--- src/rtl/atp_pkg.sv ---
package atp_pkg;

    // Fixed field widths
    localparam int SAMPLE_W  = 16;   // unsigned 12.4 sample
    localparam int COORD_W   = 8;    // pixel coordinate / config register
    localparam int PIDX_W    = 6;    // vertex number on the result beat
    localparam int CFG_IDX_W = 2;

    // Scaling works in 1/32 units
    localparam int SPAN_W    = SAMPLE_W + 1;           // lo32, span32
    localparam int YPROD_W   = SPAN_W + COORD_W;       // d * h
    localparam int YNUM_W    = YPROD_W + 1;            // d * h + span - 1

    // Minimum span: 0.5 is 8 in 12.4 units, 16 in 1/32 units
    localparam int SPAN_MIN_Q4 = 8;
    localparam int SPAN_MIN_Q5 = 16;

    localparam int SAMPLE_COUNT_DEF = 32;
    localparam int QUEUE_DEPTH      = 2;

    // Config register indexes
    localparam logic [CFG_IDX_W-1:0] CFG_LEFT   = 2'd0;
    localparam logic [CFG_IDX_W-1:0] CFG_RIGHT  = 2'd1;
    localparam logic [CFG_IDX_W-1:0] CFG_TOP    = 2'd2;
    localparam logic [CFG_IDX_W-1:0] CFG_BOTTOM = 2'd3;

    localparam logic [COORD_W-1:0] LEFT_RST   = 8'd2;
    localparam logic [COORD_W-1:0] RIGHT_RST  = 8'd126;
    localparam logic [COORD_W-1:0] TOP_RST    = 8'd14;
    localparam logic [COORD_W-1:0] BOTTOM_RST = 8'd60;

    typedef struct packed {
        logic                kind;
        logic [SAMPLE_W-1:0] sample_value;
    } in_t;

    typedef struct packed {
        logic [COORD_W-1:0] point_x;
        logic [COORD_W-1:0] point_y;
        logic [PIDX_W-1:0]  point_index;
        logic               last;
    } out_t;

    typedef struct packed {
        logic [COORD_W-1:0] plot_left;
        logic [COORD_W-1:0] plot_right;
        logic [COORD_W-1:0] plot_top;
        logic [COORD_W-1:0] plot_bottom;
    } cfg_t;

    typedef enum logic {
        OP_PUSH = 1'b0,
        OP_PLOT = 1'b1
    } op_t;

    typedef struct packed {
        op_t                 op;
        logic [SAMPLE_W-1:0] sample;
    } cmd_t;

    typedef enum logic [2:0] {
        BK_IDLE,
        BK_SCAN_RD,
        BK_SCAN_CMP,
        BK_RANGE,
        BK_VTX_RD,
        BK_VTX_MUL,
        BK_VTX_GO,
        BK_VTX_DIV
    } bk_state_t;

endpackage

--- src/rtl/atp_front.sv ---
module atp_front (
    input  logic         clk,
    input  logic         rst_n,
    input  logic         start,
    output logic         busy,
    input  atp_pkg::in_t item,
    output logic         q_valid,
    output atp_pkg::cmd_t q_cmd,
    input  logic         q_pop
);
    import atp_pkg::*;

    localparam int PTR_W = $clog2(QUEUE_DEPTH);

    cmd_t              fifo_mem [QUEUE_DEPTH];
    logic [PTR_W-1:0]  wr_ptr_reg;
    logic [PTR_W-1:0]  wr_ptr_next;
    logic [PTR_W-1:0]  rd_ptr_reg;
    logic [PTR_W-1:0]  rd_ptr_next;
    logic [PTR_W:0]    count_reg;
    logic [PTR_W:0]    count_next;
    logic              accept;
    cmd_t              new_cmd;

    assign busy    = (count_reg == (PTR_W+1)'(QUEUE_DEPTH));
    assign accept  = start && !busy;
    assign q_valid = (count_reg != '0);
    assign q_cmd   = fifo_mem[rd_ptr_reg];

    // classify the incoming beat
    always_comb
    begin
        new_cmd.op     = item.kind ? OP_PLOT : OP_PUSH;
        new_cmd.sample = item.sample_value;
    end

    always_comb
    begin
        wr_ptr_next = accept ? PTR_W'(wr_ptr_reg + 1'b1) : wr_ptr_reg;
        rd_ptr_next = q_pop  ? PTR_W'(rd_ptr_reg + 1'b1) : rd_ptr_reg;
        count_next  = count_reg;
        if (accept && !q_pop)
        begin
            count_next = (PTR_W+1)'(count_reg + 1'b1);
        end
        else if (!accept && q_pop)
        begin
            count_next = (PTR_W+1)'(count_reg - 1'b1);
        end
    end

    always_ff @(posedge clk or negedge rst_n)
    begin
        if (!rst_n)
        begin
            wr_ptr_reg <= '0;
            rd_ptr_reg <= '0;
            count_reg  <= '0;
        end
        else
        begin
            wr_ptr_reg <= wr_ptr_next;
            rd_ptr_reg <= rd_ptr_next;
            count_reg  <= count_next;
        end
    end

    always_ff @(posedge clk)
    begin
        if (accept)
        begin
            fifo_mem[wr_ptr_reg] <= new_cmd;
        end
    end

`ifndef ASSERT_OFF
    a_pop_nonempty: assert property (@(posedge clk) disable iff (!rst_n)
        q_pop |-> count_reg != '0)
        else $error("queue popped while empty");

    a_count_bound: assert property (@(posedge clk) disable iff (!rst_n)
        count_reg <= (PTR_W+1)'(QUEUE_DEPTH))
        else $error("queue count overflow");
`endif

endmodule

--- src/rtl/atp_div.sv ---
module atp_div #(
    parameter int NUM_W = 26,
    parameter int DEN_W = 17,
    parameter int Q_W   = 8
) (
    input  logic             clk,
    input  logic             rst_n,
    input  logic             start,
    input  logic [NUM_W-1:0] num,
    input  logic [DEN_W-1:0] den,
    output logic             done,
    output logic [Q_W-1:0]   quot
);
    // Restoring divide, one quotient bit a cycle.
    // Caller guarantees num < den * 2**Q_W.
    localparam int CNT_W = $clog2(Q_W + 1);

    logic [DEN_W-1:0] rem_reg;
    logic [DEN_W-1:0] rem_next;
    logic [Q_W-1:0]   shq_reg;
    logic [Q_W-1:0]   shq_next;
    logic [CNT_W-1:0] cnt_reg;
    logic             run_reg;
    logic             done_reg;
    logic [DEN_W:0]   trial;
    logic             ge;

    assign trial = {rem_reg, shq_reg[Q_W-1]};
    assign ge    = (trial >= {1'b0, den});

    always_comb
    begin
        rem_next = ge ? DEN_W'(trial - {1'b0, den}) : DEN_W'(trial);
        shq_next = {shq_reg[Q_W-2:0], ge};
    end

    always_ff @(posedge clk or negedge rst_n)
    begin
        if (!rst_n)
        begin
            run_reg  <= 1'b0;
            done_reg <= 1'b0;
            cnt_reg  <= '0;
        end
        else
        begin
            done_reg <= 1'b0;
            if (start)
            begin
                run_reg <= 1'b1;
                cnt_reg <= CNT_W'(Q_W);
            end
            else if (run_reg)
            begin
                cnt_reg <= CNT_W'(cnt_reg - 1'b1);
                if (cnt_reg == CNT_W'(1))
                begin
                    run_reg  <= 1'b0;
                    done_reg <= 1'b1;
                end
            end
        end
    end

    always_ff @(posedge clk)
    begin
        if (start)
        begin
            rem_reg <= DEN_W'(num >> Q_W);
            shq_reg <= num[Q_W-1:0];
        end
        else if (run_reg)
        begin
            rem_reg <= rem_next;
            shq_reg <= shq_next;
        end
    end

    assign done = done_reg;
    assign quot = shq_reg;

endmodule

--- src/rtl/atp_back.sv ---
module atp_back #(
    parameter int SAMPLE_COUNT = atp_pkg::SAMPLE_COUNT_DEF
) (
    input  logic           clk,
    input  logic           rst_n,
    input  atp_pkg::cfg_t  cfg,
    input  logic           q_valid,
    input  atp_pkg::cmd_t  q_cmd,
    output logic           q_pop,
    output logic           strobe,
    output atp_pkg::out_t  point
);
    import atp_pkg::*;

    localparam int              IDX_W     = $clog2(SAMPLE_COUNT);
    localparam int              XNUM_W    = IDX_W + COORD_W;
    localparam logic [IDX_W-1:0] LAST_IDX  = IDX_W'(SAMPLE_COUNT - 1);
    localparam logic [IDX_W-1:0] HEAD_INIT = IDX_W'(1 % SAMPLE_COUNT);

    // x divisor is the constant SAMPLE_COUNT-1: reciprocal multiply, exact
    // for every numerator that fits XNUM_W bits
    localparam int              XDEN      = SAMPLE_COUNT - 1;
    localparam int              XSHIFT    = XNUM_W + $clog2(XDEN);
    localparam int              XMUL_W    = XNUM_W + 2;
    localparam int              XPROD_W   = XNUM_W + XMUL_W;
    localparam logic [XMUL_W-1:0] XRECIP  = XMUL_W'((longint'(1) << XSHIFT) / XDEN + 1);

    bk_state_t           state_reg;
    bk_state_t           state_next;

    // ring storage; entries never written since the first push read as fill
    logic [SAMPLE_W-1:0] ring_mem [SAMPLE_COUNT];
    logic [SAMPLE_W-1:0] rd_data_reg;
    logic                rd_vld_reg;
    logic [SAMPLE_COUNT-1:0] vld_reg;
    logic [SAMPLE_W-1:0] fill_reg;
    logic                primed_reg;
    logic [IDX_W-1:0]    head_reg;
    logic [IDX_W-1:0]    k_reg;

    logic [SAMPLE_W-1:0] mn_reg;
    logic [SAMPLE_W-1:0] mx_reg;
    logic [SPAN_W-1:0]   lo_reg;
    logic [SPAN_W-1:0]   span_reg;
    logic [COORD_W-1:0]  w_reg;
    logic [COORD_W-1:0]  h_reg;
    logic [YNUM_W-1:0]   ynum_reg;
    logic [XNUM_W-1:0]   xnum_reg;
    logic [COORD_W-1:0]  x_quot_reg;
    out_t                point_reg;
    logic                strobe_reg;

    logic                ring_we;
    logic [IDX_W-1:0]    rd_addr;
    logic                div_start;
    logic                emit;
    logic                y_done;
    logic [COORD_W-1:0]  y_quot;
    logic [XPROD_W-1:0]  x_prod;

    logic [SAMPLE_W-1:0] rd_sample;
    logic [IDX_W:0]      pos_sum;
    logic [IDX_W-1:0]    vtx_addr;
    logic [SAMPLE_W-1:0] diff;
    logic [SPAN_W-1:0]   mid_sum;
    logic                narrow;
    logic [SPAN_W-1:0]   lo_calc;
    logic [SPAN_W-1:0]   span_calc;
    logic [SPAN_W-1:0]   s2;
    logic [SPAN_W-1:0]   d_val;
    logic [YPROD_W-1:0]  y_prod;

    assign rd_sample = rd_vld_reg ? rd_data_reg : fill_reg;

    // oldest-first address: (head + k) mod SAMPLE_COUNT
    assign pos_sum  = {1'b0, head_reg} + {1'b0, k_reg};
    assign vtx_addr = (pos_sum >= (IDX_W+1)'(SAMPLE_COUNT))
                    ? IDX_W'(pos_sum - (IDX_W+1)'(SAMPLE_COUNT))
                    : IDX_W'(pos_sum);

    // scale range in 1/32 units
    always_comb
    begin
        diff    = mx_reg - mn_reg;
        mid_sum = {1'b0, mn_reg} + {1'b0, mx_reg};
        narrow  = (diff < SAMPLE_W'(SPAN_MIN_Q4));
        if (narrow)
        begin
            span_calc = SPAN_W'(SPAN_MIN_Q5);
            lo_calc   = (mid_sum >= SPAN_W'(SPAN_MIN_Q4))
                      ? SPAN_W'(mid_sum - SPAN_W'(SPAN_MIN_Q4)) : '0;
        end
        else
        begin
            span_calc = {diff, 1'b0};
            lo_calc   = {mn_reg, 1'b0};
        end
    end

    assign s2     = {rd_sample, 1'b0};
    assign d_val  = (s2 > lo_reg) ? SPAN_W'(s2 - lo_reg) : '0;
    assign y_prod = YPROD_W'(d_val) * YPROD_W'(h_reg);

    // x: floor(k*w / (SAMPLE_COUNT-1))
    assign x_prod = XPROD_W'(xnum_reg) * XPROD_W'(XRECIP);

    // next state
    always_comb
    begin
        state_next = state_reg;
        case (state_reg)
            BK_IDLE:
            begin
                if (q_valid && q_cmd.op == OP_PLOT)
                begin
                    state_next = BK_SCAN_RD;
                end
            end
            BK_SCAN_RD:  state_next = BK_SCAN_CMP;
            BK_SCAN_CMP: state_next = (k_reg == LAST_IDX) ? BK_RANGE : BK_SCAN_RD;
            BK_RANGE:    state_next = BK_VTX_RD;
            BK_VTX_RD:   state_next = BK_VTX_MUL;
            BK_VTX_MUL:  state_next = BK_VTX_GO;
            BK_VTX_GO:   state_next = BK_VTX_DIV;
            BK_VTX_DIV:
            begin
                if (y_done)
                begin
                    state_next = (k_reg == LAST_IDX) ? BK_IDLE : BK_VTX_RD;
                end
            end
            default:     state_next = BK_IDLE;
        endcase
    end

    // state outputs
    always_comb
    begin
        q_pop     = 1'b0;
        ring_we   = 1'b0;
        rd_addr   = vtx_addr;
        div_start = 1'b0;
        emit      = 1'b0;
        case (state_reg)
            BK_IDLE:
            begin
                q_pop   = q_valid;
                ring_we = q_valid && (q_cmd.op == OP_PUSH) && primed_reg;
            end
            BK_SCAN_RD: rd_addr   = k_reg;
            BK_VTX_GO:  div_start = 1'b1;
            BK_VTX_DIV: emit      = y_done;
            default:
            begin
                q_pop = 1'b0;
            end
        endcase
    end

    always_ff @(posedge clk or negedge rst_n)
    begin
        if (!rst_n)
        begin
            state_reg  <= BK_IDLE;
            strobe_reg <= 1'b0;
            primed_reg <= 1'b0;
            fill_reg   <= '0;
            head_reg   <= '0;
            vld_reg    <= '0;
            k_reg      <= '0;
        end
        else
        begin
            state_reg  <= state_next;
            strobe_reg <= emit;
            if (q_pop && q_cmd.op == OP_PUSH)
            begin
                if (!primed_reg)
                begin
                    // first push stands for every entry
                    primed_reg <= 1'b1;
                    fill_reg   <= q_cmd.sample;
                    head_reg   <= HEAD_INIT;
                end
                else
                begin
                    vld_reg[head_reg] <= 1'b1;
                    head_reg <= (head_reg == LAST_IDX) ? '0 : IDX_W'(head_reg + 1'b1);
                end
            end
            case (state_reg)
                BK_IDLE:     k_reg <= '0;
                BK_SCAN_CMP: k_reg <= (k_reg == LAST_IDX) ? '0 : IDX_W'(k_reg + 1'b1);
                BK_VTX_DIV:
                begin
                    if (y_done)
                    begin
                        k_reg <= (k_reg == LAST_IDX) ? '0 : IDX_W'(k_reg + 1'b1);
                    end
                end
                default:     k_reg <= k_reg;
            endcase
        end
    end

    always_ff @(posedge clk)
    begin
        if (ring_we)
        begin
            ring_mem[head_reg] <= q_cmd.sample;
        end
        rd_data_reg <= ring_mem[rd_addr];
        rd_vld_reg  <= vld_reg[rd_addr];

        if (state_reg == BK_SCAN_CMP)
        begin
            if (k_reg == '0)
            begin
                mn_reg <= rd_sample;
                mx_reg <= rd_sample;
            end
            else
            begin
                if (rd_sample < mn_reg) mn_reg <= rd_sample;
                if (rd_sample > mx_reg) mx_reg <= rd_sample;
            end
        end

        if (state_reg == BK_RANGE)
        begin
            lo_reg   <= lo_calc;
            span_reg <= span_calc;
            w_reg    <= (cfg.plot_right > cfg.plot_left)
                      ? COORD_W'(cfg.plot_right - cfg.plot_left) : '0;
            h_reg    <= (cfg.plot_bottom > cfg.plot_top)
                      ? COORD_W'(cfg.plot_bottom - cfg.plot_top) : '0;
        end

        if (state_reg == BK_VTX_MUL)
        begin
            // ceil via num + span - 1
            ynum_reg <= YNUM_W'(y_prod) + YNUM_W'(span_reg) - YNUM_W'(1);
            xnum_reg <= XNUM_W'(k_reg) * XNUM_W'(w_reg);
        end

        // quotient never exceeds w, so 8 bits suffice
        if (state_reg == BK_VTX_GO)
        begin
            x_quot_reg <= COORD_W'(x_prod >> XSHIFT);
        end

        if (emit)
        begin
            point_reg.point_x     <= COORD_W'(cfg.plot_left + x_quot_reg);
            point_reg.point_y     <= COORD_W'(cfg.plot_bottom - y_quot);
            point_reg.point_index <= PIDX_W'(k_reg);
            point_reg.last        <= (k_reg == LAST_IDX);
        end
    end

    // y: quotient never exceeds h, so 8 bits suffice
    atp_div #(
        .NUM_W (YNUM_W),
        .DEN_W (SPAN_W),
        .Q_W   (COORD_W)
    ) u_ydiv (
        .clk   (clk),
        .rst_n (rst_n),
        .start (div_start),
        .num   (ynum_reg),
        .den   (span_reg),
        .done  (y_done),
        .quot  (y_quot)
    );

    assign strobe = strobe_reg;
    assign point  = point_reg;

`ifndef ASSERT_OFF
    a_strobe_src: assert property (@(posedge clk) disable iff (!rst_n)
        strobe_reg |-> $past(state_reg) == BK_VTX_DIV)
        else $error("result beat without a finished divide");

    a_last_idx: assert property (@(posedge clk) disable iff (!rst_n)
        strobe_reg && point_reg.last |-> point_reg.point_index == PIDX_W'(SAMPLE_COUNT - 1))
        else $error("last flag on wrong vertex");

    a_no_pop_mid_run: assert property (@(posedge clk) disable iff (!rst_n)
        strobe_reg && !point_reg.last |-> !q_pop)
        else $error("queue popped during a plot run");
`endif

endmodule

--- src/rtl/autoscaled_trend_plot.sv ---
// Autoscaled trend plot: ring of the last SAMPLE_COUNT 12.4 samples, drawn as a
// min/max-normalized polyline.
//
// Input: a command beat (item) is taken at a clock edge where start is high and
// busy is low. kind 0 pushes sample_value into the ring, kind 1 asks for a plot.
// A two-entry command queue sits between the accept side and the engine, so
// busy only rises when both entries hold commands the engine has not reached.
// Output: each vertex is shown on point for one cycle with strobe high; the
// receiver cannot stall, so vertices stream out as they are computed.
// Config: cfg_we writes cfg_data into register cfg_index (left, right, top,
// bottom) at the clock edge; write only while the block is idle.
// Timing: a push is handled in the engine's idle state. A plot scans the ring
// (read and compare states per entry, one memory read port), sets the range,
// then per vertex does a read, a multiply and an 8-step shift/subtract divide.
// Reset: ring reads as all zero, head at 0, registers at 2/126/14/60; no
// clearing pass is needed.
module autoscaled_trend_plot #(
    parameter int SAMPLE_COUNT = atp_pkg::SAMPLE_COUNT_DEF
) (
    input  logic                           clk,
    input  logic                           rst_n,
    input  logic                           start,
    output logic                           busy,
    input  atp_pkg::in_t                   item,
    output logic                           strobe,
    output atp_pkg::out_t                  point,
    input  logic                           cfg_we,
    input  logic [atp_pkg::CFG_IDX_W-1:0]  cfg_index,
    input  logic [atp_pkg::COORD_W-1:0]    cfg_data
);
    import atp_pkg::*;

    cfg_t cfg_reg;
    logic q_valid;
    cmd_t q_cmd;
    logic q_pop;

    // plot window registers
    always_ff @(posedge clk or negedge rst_n)
    begin
        if (!rst_n)
        begin
            cfg_reg.plot_left   <= LEFT_RST;
            cfg_reg.plot_right  <= RIGHT_RST;
            cfg_reg.plot_top    <= TOP_RST;
            cfg_reg.plot_bottom <= BOTTOM_RST;
        end
        else if (cfg_we)
        begin
            case (cfg_index)
                CFG_LEFT:   cfg_reg.plot_left   <= cfg_data;
                CFG_RIGHT:  cfg_reg.plot_right  <= cfg_data;
                CFG_TOP:    cfg_reg.plot_top    <= cfg_data;
                CFG_BOTTOM: cfg_reg.plot_bottom <= cfg_data;
                default:    cfg_reg <= cfg_reg;
            endcase
        end
    end

    // accept side and command queue
    atp_front u_front (
        .clk     (clk),
        .rst_n   (rst_n),
        .start   (start),
        .busy    (busy),
        .item    (item),
        .q_valid (q_valid),
        .q_cmd   (q_cmd),
        .q_pop   (q_pop)
    );

    // ring, scan and vertex engine
    atp_back #(
        .SAMPLE_COUNT (SAMPLE_COUNT)
    ) u_back (
        .clk     (clk),
        .rst_n   (rst_n),
        .cfg     (cfg_reg),
        .q_valid (q_valid),
        .q_cmd   (q_cmd),
        .q_pop   (q_pop),
        .strobe  (strobe),
        .point   (point)
    );

endmodule
--- config.mk ---
export PLATFORM = sky130hd
export DESIGN_NAME = autoscaled_trend_plot
export DESIGN_NICKNAME = d
export VERILOG_FILES = /design/src/rtl/atp_pkg.sv /design/src/rtl/atp_front.sv /design/src/rtl/atp_div.sv /design/src/rtl/atp_back.sv /design/src/rtl/autoscaled_trend_plot.sv
export SDC_FILE = /design/constraint.sdc
export NUM_CORES = 2
export LEC_CHECK = 0
export BUFFER_PORTS_ARGS = -buffer_cell sky130_fd_sc_hd__buf_2
export CAP_MARGIN = 20
export CORE_ASPECT_RATIO = 1.2
export CORE_MARGIN = 10
export CORE_UTILIZATION = 60
export DETAILED_ROUTE_END_ITERATION = 10
export PLACE_DENSITY = 0.77
export SYNTH_ARGS = -nofsm -noshare
export SYNTH_HDL_FRONTEND = slang
export SYNTH_SLANG_ARGS = --single-unit
export TNS_END_PERCENT = 5
--- constraint.sdc ---
create_clock -name clk -period 10.34 [get_ports clk]
set_input_delay 0.517 -clock clk [delete_from_list [all_inputs] [get_ports clk]]
set_output_delay 0.517 -clock clk [all_outputs]
set_load 0.005 [all_outputs]
# --- Word-level counts from Yosys, hierarchy flattened ---
# Memories as Yosys holds them, arrays and structs flattened. A register that Yosys moved wholly into a read port is not among the register bits.
# Index checks and enable logic that the tools add are counted.
classes:
  add_sub_neg: 20
  mul: 3
  magnitude_cmp: 12
  eq_ne: 16
  n_mux: 48
  n_bitwise: 3
  reduce_logical: 31
op_table:
  columns: ["cell", "count"]
  rows:
  - ["17-bit 2-to-1 mux", 6]
  - ["16-bit 2-to-1 mux", 5]
  - ["17-bit subtractor", 2]
  - ["32-bit bitwise OR", 1]
  - ["5-bit 2-to-1 mux", 6]
  - ["13-bit by 14-bit multiplier with 26-bit output (second input constant)", 1]
  - ["25-bit by 17-bit adder with 25-bit output", 1]
  - ["17-bit by 8-bit multiplier with 25-bit output", 1]
  - ["25-bit by 1-bit subtractor with 25-bit output (second input constant)", 1]
  - ["3-bit case mux with 8 select lines", 1]
  - ["8-bit subtractor", 3]
  - ["2-bit AND reduction", 11]
  - ["18-bit by 17-bit >= comparator with 1-bit output", 1]
  - ["16-bit by 16-bit adder with 17-bit output", 1]
  - ["17-bit by 4-bit >= comparator with 1-bit output (second input constant)", 1]
  - ["17-bit > comparator", 1]
  - ["1-bit 2-to-1 mux", 17]
  - ["17-bit by 4-bit subtractor with 17-bit output (second input constant)", 1]
  - ["16-bit > comparator", 1]
  - ["8-bit > comparator", 2]
  - ["16-bit less-than comparator", 1]
  - ["16-bit by 4-bit less-than comparator with 1-bit output (second input constant)", 1]
  - ["8-bit 2-to-1 mux", 2]
  - ["16-bit subtractor", 1]
  - ["other kinds (35)", 64]
totals:
  ff_bits: 281
  ram_bits: 546
  output_inout_bits: 25
  wordCells: 170
  mem_count: 2
memory_table:
  columns: ["name", "depth", "width", "read_ports", "rd_ports_with_merged_regs", "write_ports", "line", "rtl"]
  rows:
  - ["u_back.ring_mem", 32, 16, 1, 1, 1, "atp_back.sv:32", "logic [SAMPLE_W-1:0] ring_mem [SAMPLE_COUNT];"]
  - ["u_front.fifo_mem", 2, 17, 1, 0, 1, "atp_front.sv:15", "cmd_t fifo_mem [QUEUE_DEPTH];"]

# --- Logic depth before layout (Yosys ltp) ---
logic_depth:
  word_depth: 7
  mapped_depth: 34
  depth_no_buf: 32

# --- Hierarchy ---
# Synthesis repeated with hierarchy kept, for this count alone.
unflattened:
  hier_cells: 3293
  area_unflattened_um2: 45314.7
by_module_without_submodules:
  columns: ["module", "instances", "cells_each", "area_per_inst_um2", "seq_area_each_um2"]
  rows:
  - ["atp_back", 1, 2885, 40128.5, 21795.9]
  - ["atp_div", 1, 268, 2481.1, 900.9]
  - ["atp_front", 1, 72, 1475.2, 1121.1]
  - ["autoscaled_trend_plot", 1, 68, 1229.9, 818.3]

# --- Least setup slack after synthesis ---
# OpenSTA, ideal clock, no wires.
synth_path:
  kind: "reg2reg"
  start: "reg u_back.rd_vld_reg"
  end: "reg u_back.ynum_reg[22] (data pin)"
  t_arrival_ps: 8076
  required_time_ps: 10078
  slack_ps: 2002
  stages_incl_launch_ff: 33
  path_buffers: 3
  synth_period_minus_slack_ps: 8338
  path_cell_list: "dfxtp_1 -> clkbuf_1 -> clkbuf_1 -> mux2_2 -> ha_1 -> a21o_1 -> a21oi_1 -> nor2_1 -> nor2_1 -> a21o_1 -> a211oi_1 -> nor4_1 -> clkbuf_1 -> nor4_1 -> and2_1 -> fa_1 -> inv_1 -> fa_1 -> inv_1 -> fa_1 -> fa_1 -> inv_1 -> fa_1 -> inv_1 -> ha_1 -> o21a_1 -> o21ai_0 -> a211o_1 -> a21oi_1 -> or3_1 -> a31oi_1 -> o21bai_1 -> xor2_1"
synth_via:
  elab_chain_cells: 6
  word_cells_on_any_way: 7
synth_lines:
  columns: ["element", "line", "rtl"]
  rows:
  - ["start, declared", "atp_back.sv:34", "logic rd_vld_reg;"]
  - ["start signal, assigned", "atp_back.sv:213", "rd_vld_reg <= vld_reg[rd_addr];"]
  - ["16-bit 2-to-1 mux (*)", "atp_back.sv:73", "assign rd_sample = rd_vld_reg ? rd_data_reg : fill_reg;"]
  - ["named net u_back.rd_sample[5]", "atp_back.sv:61", "logic [SAMPLE_W-1:0] rd_sample;"]
  - ["17-bit subtractor or 17-bit > comparator (tied branches)", "atp_back.sv:101", "assign d_val = (s2 > lo_reg) ? SPAN_W'(s2 - lo_reg) : '0;"]
  - ["17-bit 2-to-1 mux (*)", "atp_back.sv:101", null]
  - ["17-bit by 8-bit multiplier with 25-bit output (*)", "atp_back.sv:102", "assign y_prod = YPROD_W'(d_val) * YPROD_W'(h_reg);"]
  - ["25-bit by 17-bit adder with 25-bit output (*)", "atp_back.sv:242", "ynum_reg <= YNUM_W'(y_prod) + YNUM_W'(span_reg) - YNUM_W'(1);"]
  - ["25-bit by 1-bit subtractor with 25-bit output (*)", "atp_back.sv:242", null]
  - ["end signal, assigned", "atp_back.sv:242", null]
  - ["end, declared", "atp_back.sv:47", "logic [YNUM_W-1:0] ynum_reg;"]
# Mark *: on every way through the listed nets, which the timed path passes. The rest lies on a longest branch.
# A chain may end at the register's enable or synchronous reset.

# --- Final worst setup path ---
# Same ends and word-level chain as after synthesis.

==> summary.md <==
| Metric | Value |
|---|---|
| Status | finished clean |
| DR pass1 iterations | 6 |
| CP Launch Type | flip-flop |
| Met2 WL | 51.0 mm |
| Most common cell on crit path | fa_1 |
| Hold EP | u_front.fifo_mem[1][4]$_DFFE_PP_ |
| Top reg by flops | u_back.ring_mem |
| First-pass GRT wire length | around 160 mm |
| Initial antenna violation count | 1 |
| Share of cells above drive strength 1 | 0.166 |
| RSZ-0062 raised after global routing | false |
| DRT Wirelength | approximately 99 mm |
| Top Registers | u_back.ring_mem (512), u_front.fifo_mem (34) |
| Mapped Area | 45000 µm² |
| CTS tree | built |
| Placer Congestion | roughly 0.95 |
| Max cap viols | 0 |
| Gr usage total | 0.230 |
| Post-Syn Nets | roughly 3700 |
| Most common cell after layout, fill and taps aside | edfxtp_1 |
| Hold_ws | 0.0488 ns |
| Synth-to-Final Area Change | 9.76% |
| Die footprint | about 86000 µm² |
| Setup_tns | 0 ns |
| Sequential area share after synthesis | 0.547 |
| DRC violation total after the first TritonRoute iteration | 2376 |
| Most frequent cells in the layout | 720 x edfxtp_1, 332 x inv_1, 284 x ha_1, 185 x nand2_1, 150 x nor2_1 |
| Worst R2R End | u_back.ynum_reg[22]$_DFFE_PP_ |
| Antenna cell count | 0 |
| DRC | 0 |
| Longest Clk Path Bufs | 3 |
| Hpwl dp | roughly 67 mm |
| # clock sinks | between 800 and 900 |
| Worst slew pin tran | 1.20 ns |
| Max incr delay on CP | roughly 0.80 ns |
| Number of global-route vias before repair | roughly 28000 |
| FF-to-FF path depth | 30 |
| Die H | 320 µm |
| M1 WL | between 30 and 40 mm |
| Final period utilization | 0.884 |
| Drt via density | roughly 6 |
| Remaining global-route overflow | 0 |
| Nets | roughly 3800 |
| Worst Hold Depth | 1 |
| Setup crit end kind | flip-flop |
| Num CTS Buffers | 81 |
| Largest net degree at the start of global routing | 120 |
| Fmax | between 100 and 150 MHz |
| Mean post-synth cell area | ~14 µm² |
| Final hold vios | 0 |
| Critical path type | reg2reg |
| Final Skew | 0.0473 ns |
| Row count | around 110 |
| Initial Utilization | 0.607 |
| Largest register FFs | between 500 and 600 |
| Worst EP required | about 11 ns |
| Worst Path Max Fanout | 16 |
| Core box area | 74100 µm² |
| DR WL/cell | 22.4 µm |
| Worst-path clk slew | 0.06 ns |
| Setup violations, final | 0 |
| H-tree depth | 3 |
| Register-to-register setup slack | about 1.2 ns |
| Post-synth EDFFs | just over 700 |
| Crit path time final | ~9.1 ns |
| Met3 WL | 6.46 mm |
| Via count | around 27000 |
| Die Wd | between 200 and 300 µm |
| Ys Warns | 0 |
| Port bufs | between 50 and 60 |
| Final instance area | ~50000 µm² |
| Worst skew pair latency | around 0.65 ns |
| HP Class | in2reg |
| Post-DP Area | approximately 47000 µm² |
| Slowest stage cell, crit path | dfxtp_1 |
| Hold path start | item[4] |
| Worst slew margin | 0.198 |
| Worst Path Arrival | approximately 9.5 ns |
| Boundary pin count | 56 |
| Worst r2r src | u_back.rd_vld_reg$_DFF_P_ |
| Post-CTS resize count | 0 |
| CTS root buffer | clkbuf_16 |
| Synth Flop Type | edfxtp_1 |
| Synth cell types | 80 |
| Slew Limit Fails | 0 |
| Antenna-violating nets left | 0 |
| Post-synthesis async set-or-reset flop share | 0.125 |
| Synth Instances | 3271 |
| Top layer in use | met4 |
| Yosys reg bits | about 840 |
worst max-delay path, delay by kind of cell, from the launching register on:
kind,cells,cell delay (ns)
AOI/OAI and AO/OA,11,2.10
xor gates and xnor gates,1,0.16
adders and majority gates,7,3.25
buffers and inverters,5,0.51
DFF,1,0.80
muxes,1,0.54
and+or+nand+nor,5,1.52
kinds of logic (layout without fill, tap and decap cells):
| group | count (synthesis) | after routing | share of synthesized area |
|---|---|---|---|
| xor gates and xnor gates | 118 | 118 | 0.0230 |
| buffers and inverters | 440 | 601 | 0.0376 |
| DFF | 842 | 842 | 0.547 |
| muxes | 300 | 300 | 0.108 |
| adders and majority gates | 429 | 429 | 0.144 |
| AOI/OAI and AO/OA | 434 | 434 | 0.0622 |
| and+or+nand+nor | 707 | 707 | 0.0788 |
| other | 1 | 1 | 0.0000834 |
final cells by class:
cell class,instances,area (µm²)
fillers,5072,24700
flip-flops and latches,842,24600
multi-input cells,1989,18800
clock buffers,104,2250
inverters,333,1250
well taps,999,1250
repair buffers,118,777
clock inverters,46,465
cell usage after synthesis, types with 57 or more instances:
cell type / instances / share of area
fa_1: 145 / 0.065
mux2_2: 112 / 0.028
xnor2_1: 84 / 0.016
ha_1: 284 / 0.079
clkbuf_1: 81 / 0.0068
nand3_1: 57 / 0.0063
and2_1: 71 / 0.0099
nand2_1: 185 / 0.015
dfrtp_1: 91 / 0.051
a21oi_1: 132 / 0.015
inv_1: 332 / 0.028
mux4_2: 136 / 0.068
edfxtp_1: 720 / 0.48
o21ai_0: 94 / 0.010
nor2_1: 153 / 0.013
worst max path at each step:
stage / from / endpoint / slack [ns] / depth (start not counted)
finish: u_back.rd_vld_reg$_DFF_P_ / u_back.ynum_reg[22]$_DFFE_PP_ / 1.20 / 30
global route: u_back.rd_vld_reg$_DFF_P_ / u_back.ynum_reg[22]$_DFFE_PP_ / 0.61 / 30
CTS: u_back.rd_vld_reg$_DFF_P_ / u_back.ynum_reg[22]$_DFFE_PP_ / 1.06 / 30
detailed placement: u_back.rd_vld_reg$_DFF_P_ / u_back.ynum_reg[22]$_DFFE_PP_ / 1.05 / 30
global placement: u_back.rd_vld_reg$_DFF_P_ / u_back.ynum_reg[22]$_DFFE_PP_ / 1.45 / 30
floorplan: u_back.rd_vld_reg$_DFF_P_ / u_back.ynum_reg[22]$_DFFE_PP_ / 2.00 / 32
timing repair:
item / in CTS / in global routing
hold endpoints to repair: 39 / 0
setup buffers: 0 / 0
hold buffers: 1 / 0
per-stage QoR:
| stage | instances | worst slack (ns) | util |
|---|---|---|---|
| finish | 4431 | 1.20 | 0.667 |
| global route | 4431 | 0.612 | 0.667 |
| CTS | 4427 | 1.06 | 0.666 |
| detailed placement | 4276 | 1.05 | 0.630 |
| global placement | 4273 | 1.45 | 0.629 |
| floorplan | 3271 | 2.00 | - |
metal layers:
layer  vias up  track usage
li1      12100            -
met1     13500        0.281
met2      1058        0.406
met3       219       0.0336
met4         0       0.0926
met5         -            0
Power is not shown: default switching activity piles up to over one toggle a cycle in this logic, so the estimate is an artifact.
